$ cat config.mk
export PLATFORM = sky130hd
export DESIGN_NAME = h264_stream_buffer_sizing
export DESIGN_NICKNAME = d
export VERILOG_FILES = /design/src/rtl/h264sb_pkg.sv /design/src/rtl/h264sb_pipe_reg.sv /design/src/rtl/h264sb_div_cell.sv /design/src/rtl/h264_stream_buffer_sizing.sv
export SDC_FILE = /design/constraint.sdc
export NUM_CORES = 2
export LEC_CHECK = 0
export BUFFER_PORTS_ARGS = -buffer_cell sky130_fd_sc_hd__buf_2
export CAP_MARGIN = 10
export CORE_MARGIN = 2
export CORE_UTILIZATION = 35
export CTS_CLUSTER_DIAMETER = 200
export DETAILED_ROUTE_END_ITERATION = 12
export SYNTH_ARGS = -nofsm -noshare
export SYNTH_HDL_FRONTEND = slang
export SYNTH_SLANG_ARGS = --single-unit
$ cat constraint.sdc
create_clock -name clk_i -period 9.54 [get_ports clk_i]
set_clock_uncertainty 0.2 [all_clocks]
set_input_delay 1.908 -clock clk_i [delete_from_list [all_inputs] [get_ports clk_i]]
set_output_delay 1.908 -clock clk_i [all_outputs]
set_load 0.005 [all_outputs]
$ cat src/rtl/h264sb_pkg.sv
`default_nettype none

package h264sb_pkg;

  localparam int unsigned POOL_FRAMES = 24;

  // restoring steps: one quotient bit per cell
  localparam int unsigned ROW_STEPS = 16;
  localparam int unsigned DPB_STEPS = 4;
  localparam int unsigned QW        = 16;

  typedef struct packed {
    logic          zero_w;
    logic [8:0]    cols;
    logic [QW-1:0] rem;
    logic [QW-1:0] sr;
    logic [QW-1:0] quo;
    logic [QW-1:0] dvs;
    logic [4:0]    refs_lim;
    logic          compact;
    logic [19:0]   limit;
    logic [7:0]    rcrop;
    logic [7:0]    bcrop;
    logic [15:0]   rows;
    logic [15:0]   area;
    logic [25:0]   mvp;
    logic          sat;
    logic          dpb_off;
    logic [12:0]   vw;
    logic [19:0]   vh;
    logic [12:0]   cw;
    logic [19:0]   fh;
    logic          ovf;
    logic [4:0]    dpb;
    logic [4:0]    refc;
    logic [35:0]   mv;
  } pipe_t;

  // Table A-1 MaxDpbMbs, 0 for an unknown level
  function automatic logic [19:0] level_limit(input logic [7:0] lvl);
    logic [19:0] lim;
    case (lvl)
      8'd10:                lim = 20'd396;
      8'd11:                lim = 20'd900;
      8'd12, 8'd13, 8'd20:  lim = 20'd2376;
      8'd21:                lim = 20'd4752;
      8'd22, 8'd30:         lim = 20'd8100;
      8'd31:                lim = 20'd18000;
      8'd32:                lim = 20'd20480;
      8'd40, 8'd41:         lim = 20'd32768;
      8'd42:                lim = 20'd34816;
      8'd50:                lim = 20'd110400;
      8'd51, 8'd52:         lim = 20'd184320;
      8'd60, 8'd61, 8'd62:  lim = 20'd696320;
      default:              lim = 20'd0;
    endcase
    return lim;
  endfunction

endpackage

`default_nettype wire

$ cat src/rtl/h264sb_pipe_reg.sv
`default_nettype none

module h264sb_pipe_reg (
  input  logic               clk_i,
  input  logic               rst_ni,
  input  logic               valid_i,
  output logic               ready_o,
  input  h264sb_pkg::pipe_t  data_i,
  output logic               valid_o,
  input  logic               ready_i,
  output h264sb_pkg::pipe_t  data_o
);

  logic              valid_q;
  h264sb_pkg::pipe_t data_q;

  assign ready_o = !valid_q || ready_i;

  always_ff @(posedge clk_i or negedge rst_ni) begin
    if (!rst_ni) begin
      valid_q <= 1'b0;
    end else if (ready_o) begin
      valid_q <= valid_i;
    end
  end

  always_ff @(posedge clk_i) begin
    if (valid_i && ready_o) begin
      data_q <= data_i;
    end
  end

  assign valid_o = valid_q;
  assign data_o  = data_q;

endmodule

`default_nettype wire

$ cat src/rtl/h264sb_div_cell.sv
`default_nettype none

module h264sb_div_cell (
  input  logic               clk_i,
  input  logic               rst_ni,
  input  logic               valid_i,
  output logic               ready_o,
  input  h264sb_pkg::pipe_t  data_i,
  output logic               valid_o,
  input  logic               ready_i,
  output h264sb_pkg::pipe_t  data_o
);

  logic                      valid_q;
  h264sb_pkg::pipe_t         data_q;
  h264sb_pkg::pipe_t         data_d;
  logic [h264sb_pkg::QW:0]   trial;
  logic                      fits;

  // shift the next dividend bit into the partial remainder
  assign trial = {data_i.rem, data_i.sr[h264sb_pkg::QW-1]};
  assign fits  = trial >= {1'b0, data_i.dvs};

  always_comb begin
    data_d = data_i;
    if (fits) begin
      data_d.rem = h264sb_pkg::QW'(trial - {1'b0, data_i.dvs});
    end else begin
      data_d.rem = trial[h264sb_pkg::QW-1:0];
    end
    data_d.sr  = {data_i.sr[h264sb_pkg::QW-2:0], 1'b0};
    data_d.quo = {data_i.quo[h264sb_pkg::QW-2:0], fits};
  end

  assign ready_o = !valid_q || ready_i;

  always_ff @(posedge clk_i or negedge rst_ni) begin
    if (!rst_ni) begin
      valid_q <= 1'b0;
    end else if (ready_o) begin
      valid_q <= valid_i;
    end
  end

  always_ff @(posedge clk_i) begin
    if (valid_i && ready_o) begin
      data_q <= data_d;
    end
  end

  assign valid_o = valid_q;
  assign data_o  = data_q;

endmodule

`default_nettype wire

$ cat src/rtl/h264_stream_buffer_sizing.sv
// Pipeline stages: 16 row-divider cells, area multiply, DPB setup, 4 DPB-divider
//   cells, output stage.
// Throughput: one beat per cycle while the output is ready; a stalled output holds
//   the full stages behind it back to the first empty stage, which still fills.
// Reset clears the valid bit of every stage; the data registers are not reset.
`default_nettype none

module h264_stream_buffer_sizing (
  input  logic        clk_i,
  input  logic        rst_ni,
  input  logic        in_valid_i,
  output logic        in_ready_o,
  input  logic [7:0]  mb_columns_raw_i,
  input  logic [15:0] mb_total_i,
  input  logic [6:0]  ref_frames_hint_i,
  input  logic        compact_motion_i,
  input  logic [7:0]  level_code_i,
  input  logic [7:0]  right_crop_i,
  input  logic [7:0]  bottom_crop_i,
  output logic        out_valid_o,
  input  logic        out_ready_i,
  output logic        status_o,
  output logic [4:0]  dpb_depth_o,
  output logic [4:0]  ref_count_o,
  output logic [35:0] mv_bytes_o,
  output logic [12:0] visible_width_o,
  output logic [19:0] visible_height_o,
  output logic [12:0] canvas_width_o,
  output logic [19:0] canvas_height_o,
  output logic        crop_overflow_o
);

  localparam int unsigned P1_IDX  = h264sb_pkg::ROW_STEPS;
  localparam int unsigned P2_IDX  = P1_IDX + 1;
  localparam int unsigned DPB_IDX = P2_IDX + 1;
  localparam int unsigned FIN_IDX = DPB_IDX + h264sb_pkg::DPB_STEPS;
  localparam int unsigned LAST    = FIN_IDX + 1;

  h264sb_pkg::pipe_t stage_d [0:LAST];
  logic              stage_v [0:LAST];
  logic              stage_r [0:LAST];

  h264sb_pkg::pipe_t p1_in;
  h264sb_pkg::pipe_t p2_in;
  h264sb_pkg::pipe_t fin_in;

  // ---- front: set up the row division
  logic [8:0] cols_in;
  logic       zero_in;

  assign zero_in = (mb_columns_raw_i == 8'd0) && (mb_total_i == 16'd0);
  assign cols_in = ((mb_columns_raw_i == 8'd0) && (mb_total_i != 16'd0)) ?
                   9'd256 : {1'b0, mb_columns_raw_i};

  always_comb begin
    stage_d[0]          = '0;
    stage_d[0].zero_w   = zero_in;
    stage_d[0].cols     = cols_in;
    stage_d[0].sr       = mb_total_i;
    stage_d[0].dvs      = {7'd0, cols_in};
    stage_d[0].compact  = compact_motion_i;
    stage_d[0].limit    = h264sb_pkg::level_limit(level_code_i);
    stage_d[0].rcrop    = right_crop_i;
    stage_d[0].bcrop    = bottom_crop_i;
    if (ref_frames_hint_i > 7'(h264sb_pkg::POOL_FRAMES - 1)) begin
      stage_d[0].refs_lim = 5'(h264sb_pkg::POOL_FRAMES - 1);
    end else begin
      stage_d[0].refs_lim = ref_frames_hint_i[4:0];
    end
  end

  assign stage_v[0]  = in_valid_i;
  assign in_ready_o  = stage_r[0];

  // ---- rows = total / cols
  for (genvar g = 0; g < h264sb_pkg::ROW_STEPS; g++) begin : g_row
    h264sb_div_cell u_cell (
      .clk_i   (clk_i),
      .rst_ni  (rst_ni),
      .valid_i (stage_v[g]),
      .ready_o (stage_r[g]),
      .data_i  (stage_d[g]),
      .valid_o (stage_v[g+1]),
      .ready_i (stage_r[g+1]),
      .data_o  (stage_d[g+1])
    );
  end

  // ---- area, frame and crop sizes
  logic [24:0] area_full;
  logic [12:0] fw;
  logic [19:0] fh;
  logic        ovf_w;
  logic        ovf_h;

  assign area_full = {16'd0, stage_d[P1_IDX].cols} * {9'd0, stage_d[P1_IDX].quo};
  assign fw        = {stage_d[P1_IDX].cols, 4'd0};
  assign fh        = {stage_d[P1_IDX].quo, 4'd0};
  assign ovf_w     = {5'd0, stage_d[P1_IDX].rcrop} > fw;
  assign ovf_h     = {12'd0, stage_d[P1_IDX].bcrop} > fh;

  always_comb begin
    p1_in      = stage_d[P1_IDX];
    p1_in.rows = stage_d[P1_IDX].quo;
    p1_in.area = area_full[15:0];
    p1_in.fh   = fh;
    p1_in.cw   = 13'(fw + 13'd31) & ~13'd31;
    p1_in.ovf  = ovf_w || ovf_h;
    p1_in.vw   = ovf_w ? 13'd0 : 13'(fw - {5'd0, stage_d[P1_IDX].rcrop});
    p1_in.vh   = ovf_h ? 20'd0 : 20'(fh - {12'd0, stage_d[P1_IDX].bcrop});
  end

  h264sb_pipe_reg u_p1 (
    .clk_i   (clk_i),
    .rst_ni  (rst_ni),
    .valid_i (stage_v[P1_IDX]),
    .ready_o (stage_r[P1_IDX]),
    .data_i  (p1_in),
    .valid_o (stage_v[P2_IDX]),
    .ready_i (stage_r[P2_IDX]),
    .data_o  (stage_d[P2_IDX])
  );

  // ---- motion product and DPB division setup: ceil(limit/area), capped at 16
  logic [16:0] r4_rows;
  logic [8:0]  r4_cols;
  logic [20:0] dpb_num;

  assign r4_rows = 17'({1'b0, stage_d[P2_IDX].rows} + 17'd3) & ~17'd3;
  assign r4_cols = 9'(stage_d[P2_IDX].cols + 9'd3) & ~9'd3;
  assign dpb_num = 21'({1'b0, stage_d[P2_IDX].limit} + {5'd0, stage_d[P2_IDX].area}
                       - 21'd1);

  always_comb begin
    p2_in         = stage_d[P2_IDX];
    p2_in.mvp     = {9'd0, r4_rows} * {17'd0, r4_cols};
    p2_in.dpb_off = (stage_d[P2_IDX].limit == 20'd0) || (stage_d[P2_IDX].area == 16'd0);
    // below 16*area the top bits of the numerator already sit under the divisor
    p2_in.sat     = dpb_num >= {1'b0, stage_d[P2_IDX].area, 4'd0};
    p2_in.rem     = dpb_num[19:4];
    p2_in.sr      = {dpb_num[3:0], 12'd0};
    p2_in.quo     = '0;
    p2_in.dvs     = stage_d[P2_IDX].area;
  end

  h264sb_pipe_reg u_p2 (
    .clk_i   (clk_i),
    .rst_ni  (rst_ni),
    .valid_i (stage_v[P2_IDX]),
    .ready_o (stage_r[P2_IDX]),
    .data_i  (p2_in),
    .valid_o (stage_v[DPB_IDX]),
    .ready_i (stage_r[DPB_IDX]),
    .data_o  (stage_d[DPB_IDX])
  );

  for (genvar g = 0; g < h264sb_pkg::DPB_STEPS; g++) begin : g_dpb
    h264sb_div_cell u_cell (
      .clk_i   (clk_i),
      .rst_ni  (rst_ni),
      .valid_i (stage_v[DPB_IDX+g]),
      .ready_o (stage_r[DPB_IDX+g]),
      .data_i  (stage_d[DPB_IDX+g]),
      .valid_o (stage_v[DPB_IDX+g+1]),
      .ready_i (stage_r[DPB_IDX+g+1]),
      .data_o  (stage_d[DPB_IDX+g+1])
    );
  end

  // ---- depth clamps and motion-vector bytes
  logic [5:0]  pool6;
  logic [5:0]  q6;
  logic [5:0]  dpb_lvl;
  logic [5:0]  dpb_fin;
  logic [5:0]  refs6;
  logic [6:0]  factor;
  logic [32:0] mv_base;
  logic [37:0] mv_sh;

  assign pool6   = 6'(h264sb_pkg::POOL_FRAMES);
  assign q6      = stage_d[FIN_IDX].sat ? 6'd16 : {2'd0, stage_d[FIN_IDX].quo[3:0]};
  assign dpb_lvl = stage_d[FIN_IDX].dpb_off ? pool6 : ((q6 > pool6) ? pool6 : q6);
  assign dpb_fin = ({1'b0, stage_d[FIN_IDX].refs_lim} > dpb_lvl) ?
                   {1'b0, stage_d[FIN_IDX].refs_lim} : dpb_lvl;
  assign refs6   = {1'b0, stage_d[FIN_IDX].refs_lim} + 6'd1;
  // 24 = 3 << 3, 96 = 3 << 5
  assign factor  = {refs6, 1'b0} + {1'b0, refs6};
  assign mv_base = {7'd0, stage_d[FIN_IDX].mvp} * {26'd0, factor};
  assign mv_sh   = stage_d[FIN_IDX].compact ? {2'd0, mv_base, 3'd0} : {mv_base, 5'd0};

  always_comb begin
    fin_in      = stage_d[FIN_IDX];
    fin_in.dpb  = dpb_fin[4:0];
    fin_in.refc = refs6[4:0];
    fin_in.mv   = mv_sh[35:0];
    if (stage_d[FIN_IDX].zero_w) begin
      fin_in.dpb  = '0;
      fin_in.refc = '0;
      fin_in.mv   = '0;
      fin_in.vw   = '0;
      fin_in.vh   = '0;
      fin_in.cw   = '0;
      fin_in.fh   = '0;
      fin_in.ovf  = 1'b0;
    end
  end

  h264sb_pipe_reg u_fin (
    .clk_i   (clk_i),
    .rst_ni  (rst_ni),
    .valid_i (stage_v[FIN_IDX]),
    .ready_o (stage_r[FIN_IDX]),
    .data_i  (fin_in),
    .valid_o (stage_v[LAST]),
    .ready_i (stage_r[LAST]),
    .data_o  (stage_d[LAST])
  );

  assign stage_r[LAST]    = out_ready_i;
  assign out_valid_o      = stage_v[LAST];
  assign status_o         = stage_d[LAST].zero_w;
  assign dpb_depth_o      = stage_d[LAST].dpb;
  assign ref_count_o      = stage_d[LAST].refc;
  assign mv_bytes_o       = stage_d[LAST].mv;
  assign visible_width_o  = stage_d[LAST].vw;
  assign visible_height_o = stage_d[LAST].vh;
  assign canvas_width_o   = stage_d[LAST].cw;
  assign canvas_height_o  = stage_d[LAST].fh;
  assign crop_overflow_o  = stage_d[LAST].ovf;

  // ---- checks
  a_idle_ready: assert property (@(posedge clk_i) disable iff (!rst_ni)
    !out_valid_o |-> in_ready_o)
    else $error("input stalled with an empty output stage");

  a_zero_width: assert property (@(posedge clk_i) disable iff (!rst_ni)
    out_valid_o && status_o |-> (dpb_depth_o == 5'd0) && (ref_count_o == 5'd0) &&
      (mv_bytes_o == 36'd0) && (canvas_height_o == 20'd0) && !crop_overflow_o)
    else $error("zero-width result carries nonzero fields");

  a_canvas_cover: assert property (@(posedge clk_i) disable iff (!rst_ni)
    out_valid_o |-> (canvas_width_o >= visible_width_o) &&
      (canvas_height_o >= visible_height_o))
    else $error("visible size exceeds canvas");

  a_crop_flag: assert property (@(posedge clk_i) disable iff (!rst_ni)
    out_valid_o && crop_overflow_o |-> (visible_width_o == 13'd0) ||
      (visible_height_o == 20'd0))
    else $error("crop overflow without a zero visible dimension");

endmodule

`default_nettype wire
==> flow_metrics.py <==
metrics = {
    "routing": {
        "vias_per_cell": 4.55,
        "vias": 45800,
        "first_pass_iters": 7,
        "avgRoutedWirePerCell_um": 14.7,
        "ant_nets": 0,
        "drc": 0,
        "dr.first_iter.drc_count": 2852,
        "routed_wl_um": 148000,
    },
    "worst_setup_path": {
        "r2r_start": "g_dpb[3].u_cell.data_o[210]",
        "max_stage_delay_ns": 0.61,
        "cp-startpoint": "g_dpb[3].u_cell.data_o[210]",
        "path_buf_inv": 7,
        "crit_required_ns": 9.91,
        "arrival_ns": 8.44,
        "crit_type": "reg -> reg",
        "end_kind": "flop",
        "cp_slowest_cell": "edfxtp_1",
        "cp_max_fo": 22,
        "worstSetupStartpointType": "flop",
        "path_delay_family": "adder cells",
        "cpMostUsedCell": "inv_1",
    },
    "synth": {
        "syn-cell-area_sq_mm": 0.0913,
        "synth_seq_area_share_pct": 68.8,
        "netlist_instances": 6177,
        "postSynth.asyncResetShare_pct": 1.10,
        "synth_seq_cells": 2095,
        "yosys_warnings": 0,
        "yosysUniqueCellTypes": 79,
        "synth_area_per_cell_sq_um": 14.8,
        "synth_edf_count": 2072,
        "synth-main-ff-cell": "edfxtp_1",
    },
    "cts": {
        "cts.clk_slew.worst_paths_ns": 0.06,
        "cts_tree": "done",
        "postCtsHoldBufs": 0,
        "numCtsBuffers": 202,
        "post_cts_buffers": 0,
        "clock-sinks": 2095,
        "cts_max_level": 4,
        "cts_resized": 0,
        "cts_max_path_buffers": 3,
        "cts-root-buf": "clkbuf_16",
        "insertion_delay_ns": 0.85,
    },
    "timing": {
        "max_freq_mhz": 124,
        "tns_ns": 0,
        "slew_viol_final": 0,
        "fin_crit_sh_pct": 84.6,
        "worst_slack_ns": 1.47,
        "min_period_ns": 8.07,
        "relSlewSlack_pct": 27.7,
        "worst_slew_pin_slew_ns": 1.08,
        "hold_violations": 0,
        "rsz0062_at_grt": "no",
        "setup_viol": 0,
    },
    "floorplanning": {
        "die_w_um": 515,
        "ios": 176,
        "core-area_sq_mm": 0.259,
        "row_count": 187,
        "chipHeight_um": 515,
        "start_util_pct": 35.2,
        "die-area_sq_mm": 0.265,
    },
    "placement": {
        "io_buffers": 159,
        "place_ws_ns": 1.47,
        "hpwlAfterDp_um": 107000,
        "gp_congestion": 0.843,
    },
    "grt": {
        "gr-total-overflow": 0,
        "grt_max_degree": 91,
        "grt_pass1_vias": 47200,
        "grt_pass1_wl_um": 246000,
        "track_usage_pct": 11.3,
        "antenna_found_initial": 7,
    },
    "outcome": {
        "status": "finished clean",
    },
    "job": {
        "maxCapViolCount": 0,
    },
    "layout": {
        "n_fill_cell": 23400,
        "drive_above_1_share_pct": 9.26,
        "syn_to_final_growth_pct": 12.9,
        "nNetsFinal": 7171,
        "final_util_pct": 39.7,
    },
    "worst_hold_path": {
        "hold_path_startpoint": "g_dpb[1].u_cell.data_o[104]",
        "worstHoldPathType": "reg -> reg",
    },
}
cells in the final DEF, fill, tap and decap left out, types with 42 or more instances in the layout:
cell type and count:
inv_1 683, fa_1 248, nor2b_1 145, xnor2_1 202
nand2_1 410, ha_1 392, nor3_1 97, clkbuf_1 42
xor2_1 126, a21oi_1 291, clkbuf_16 202, buf_4 44
buf_2 159, nand2b_1 63, nor2_1 355, edfxtp_1 2072
o21ai_0 137, nand4_1 51, and2_1 119, a21o_1 68
nand3_1 96
metal layers:
metal	global-route usage, %	vias up	share of wire (%)
met2	19.2	855	48
met1	14.4	22000	44
met5	0	-	0.024
met3	2.29	306	4.4
li1	-	22600	-
met4	3.95	6	2.9
metrics by stage:
| stage | instances | hold WS [ns] | cell area, sq um |
|---|---|---|---|
| after detailed placement | 9667 | 0.205 | 96300 |
| final | 10000 | 0.195 | 103000 |
| after CTS | 10000 | 0.194 | 103000 |
| after global routing | 10000 | 0.203 | 103000 |
| after floorplan | 6192 | 0.200 | 91400 |
| after global placement | 9667 | 0.200 | 96300 |
cell families (layout without fill, tap and decap cells):
logic type / Yosys count / in the layout / share of synthesized area (%)
compound gates: 710 / 710 / 4.81
xor+xnor: 329 / 329 / 3.16
fa+ha+maj: 640 / 640 / 10.8
buf+inv: 813 / 1263 / 3.42
flops: 2095 / 2095 / 68.8
mux: 61 / 61 / 0.719
other cells: 1 / 19 / 0.00411
simple gates: 1528 / 1528 / 8.29
cell type report:
cell class / instances / area (sq um) / area share, %
sequential: 2095 / 62800 / 60.9
antenna: 3 / 7.51 / 0.00729
tap: 3402 / 4260 / 4.13
clock inverter: 126 / 1430 / 1.38
inverter: 684 / 2570 / 2.49
multi-input combinational: 3284 / 25600 / 24.8
timing repair buffer: 204 / 1150 / 1.11
clock buffer: 249 / 5280 / 5.13
registers in the layout, summed over array words and instances, names as in the netlist, 4 cells and up:
register              flops
g_row.u_cell.valid_o     16
g_dpb.u_cell.data_o     468
u_p2.data_o             125
u_p1.data_o             107
g_row.u_cell.data_o    1274
g_dpb.u_cell.valid_o      4
u_fin.data_o             98
path summary, 6_finish.rpt:
| check | to | slack, ns | cells past startpoint |
|---|---|---|---|
| worst max-delay path | u_fin.data_o[33] | 1.47 | 30 |
| worst min-delay path | g_dpb[2].u_cell.data_o[104] | 0.19 | 0 |
| worst max register to register | u_fin.data_o[33] | 1.47 | 30 |
| worst min register to register | g_dpb[2].u_cell.data_o[104] | 0.19 | 0 |
| max in group asynchronous | u_fin.valid_o | 7.66 | 1 |
| min in group asynchronous | g_row[1].u_cell.valid_o | 0.92 | 1 |
synth_stat cells (6+ instances only):
cell	n	area [sq um]
fa_1	248	4960
nand3b_1	12	90.1
a21boi_0	35	263
a211oi_1	13	97.6
or2_2	26	163
buf_4	18	135
o21ai_0	137	686
buf_1	6	22.5
nor2b_1	153	957
nand2_1	410	1540
o31ai_1	10	75.1
nand2b_1	63	394
o211ai_1	6	45.0
nor3_1	97	485
or3_1	24	150
xor2_1	126	1100
clkbuf_1	99	372
and3_1	26	163
a31oi_1	17	106
nor4_1	31	194
buf_2	6	30.0
a41oi_1	9	78.8
a21o_1	68	510
a211o_1	10	87.6
nor2_1	355	1330
o2111ai_1	12	105
nand4_1	51	319
xnor2_1	203	1780
mux2i_1	24	240
dfrtp_1	23	576
a31o_2	6	52.6
nand4b_1	13	114
and4_1	10	87.6
a21oi_1	291	1460
nor4b_1	13	114
mux2_2	37	417
edfxtp_1	2072	62200
and2_1	132	826
inv_1	683	2560
nand3_1	96	480
ha_1	392	4900
o21a_1	38	285
o21bai_1	17	128
Power is not shown: default switching activity piles up to over one toggle a cycle in this logic, so the estimate is an artifact.
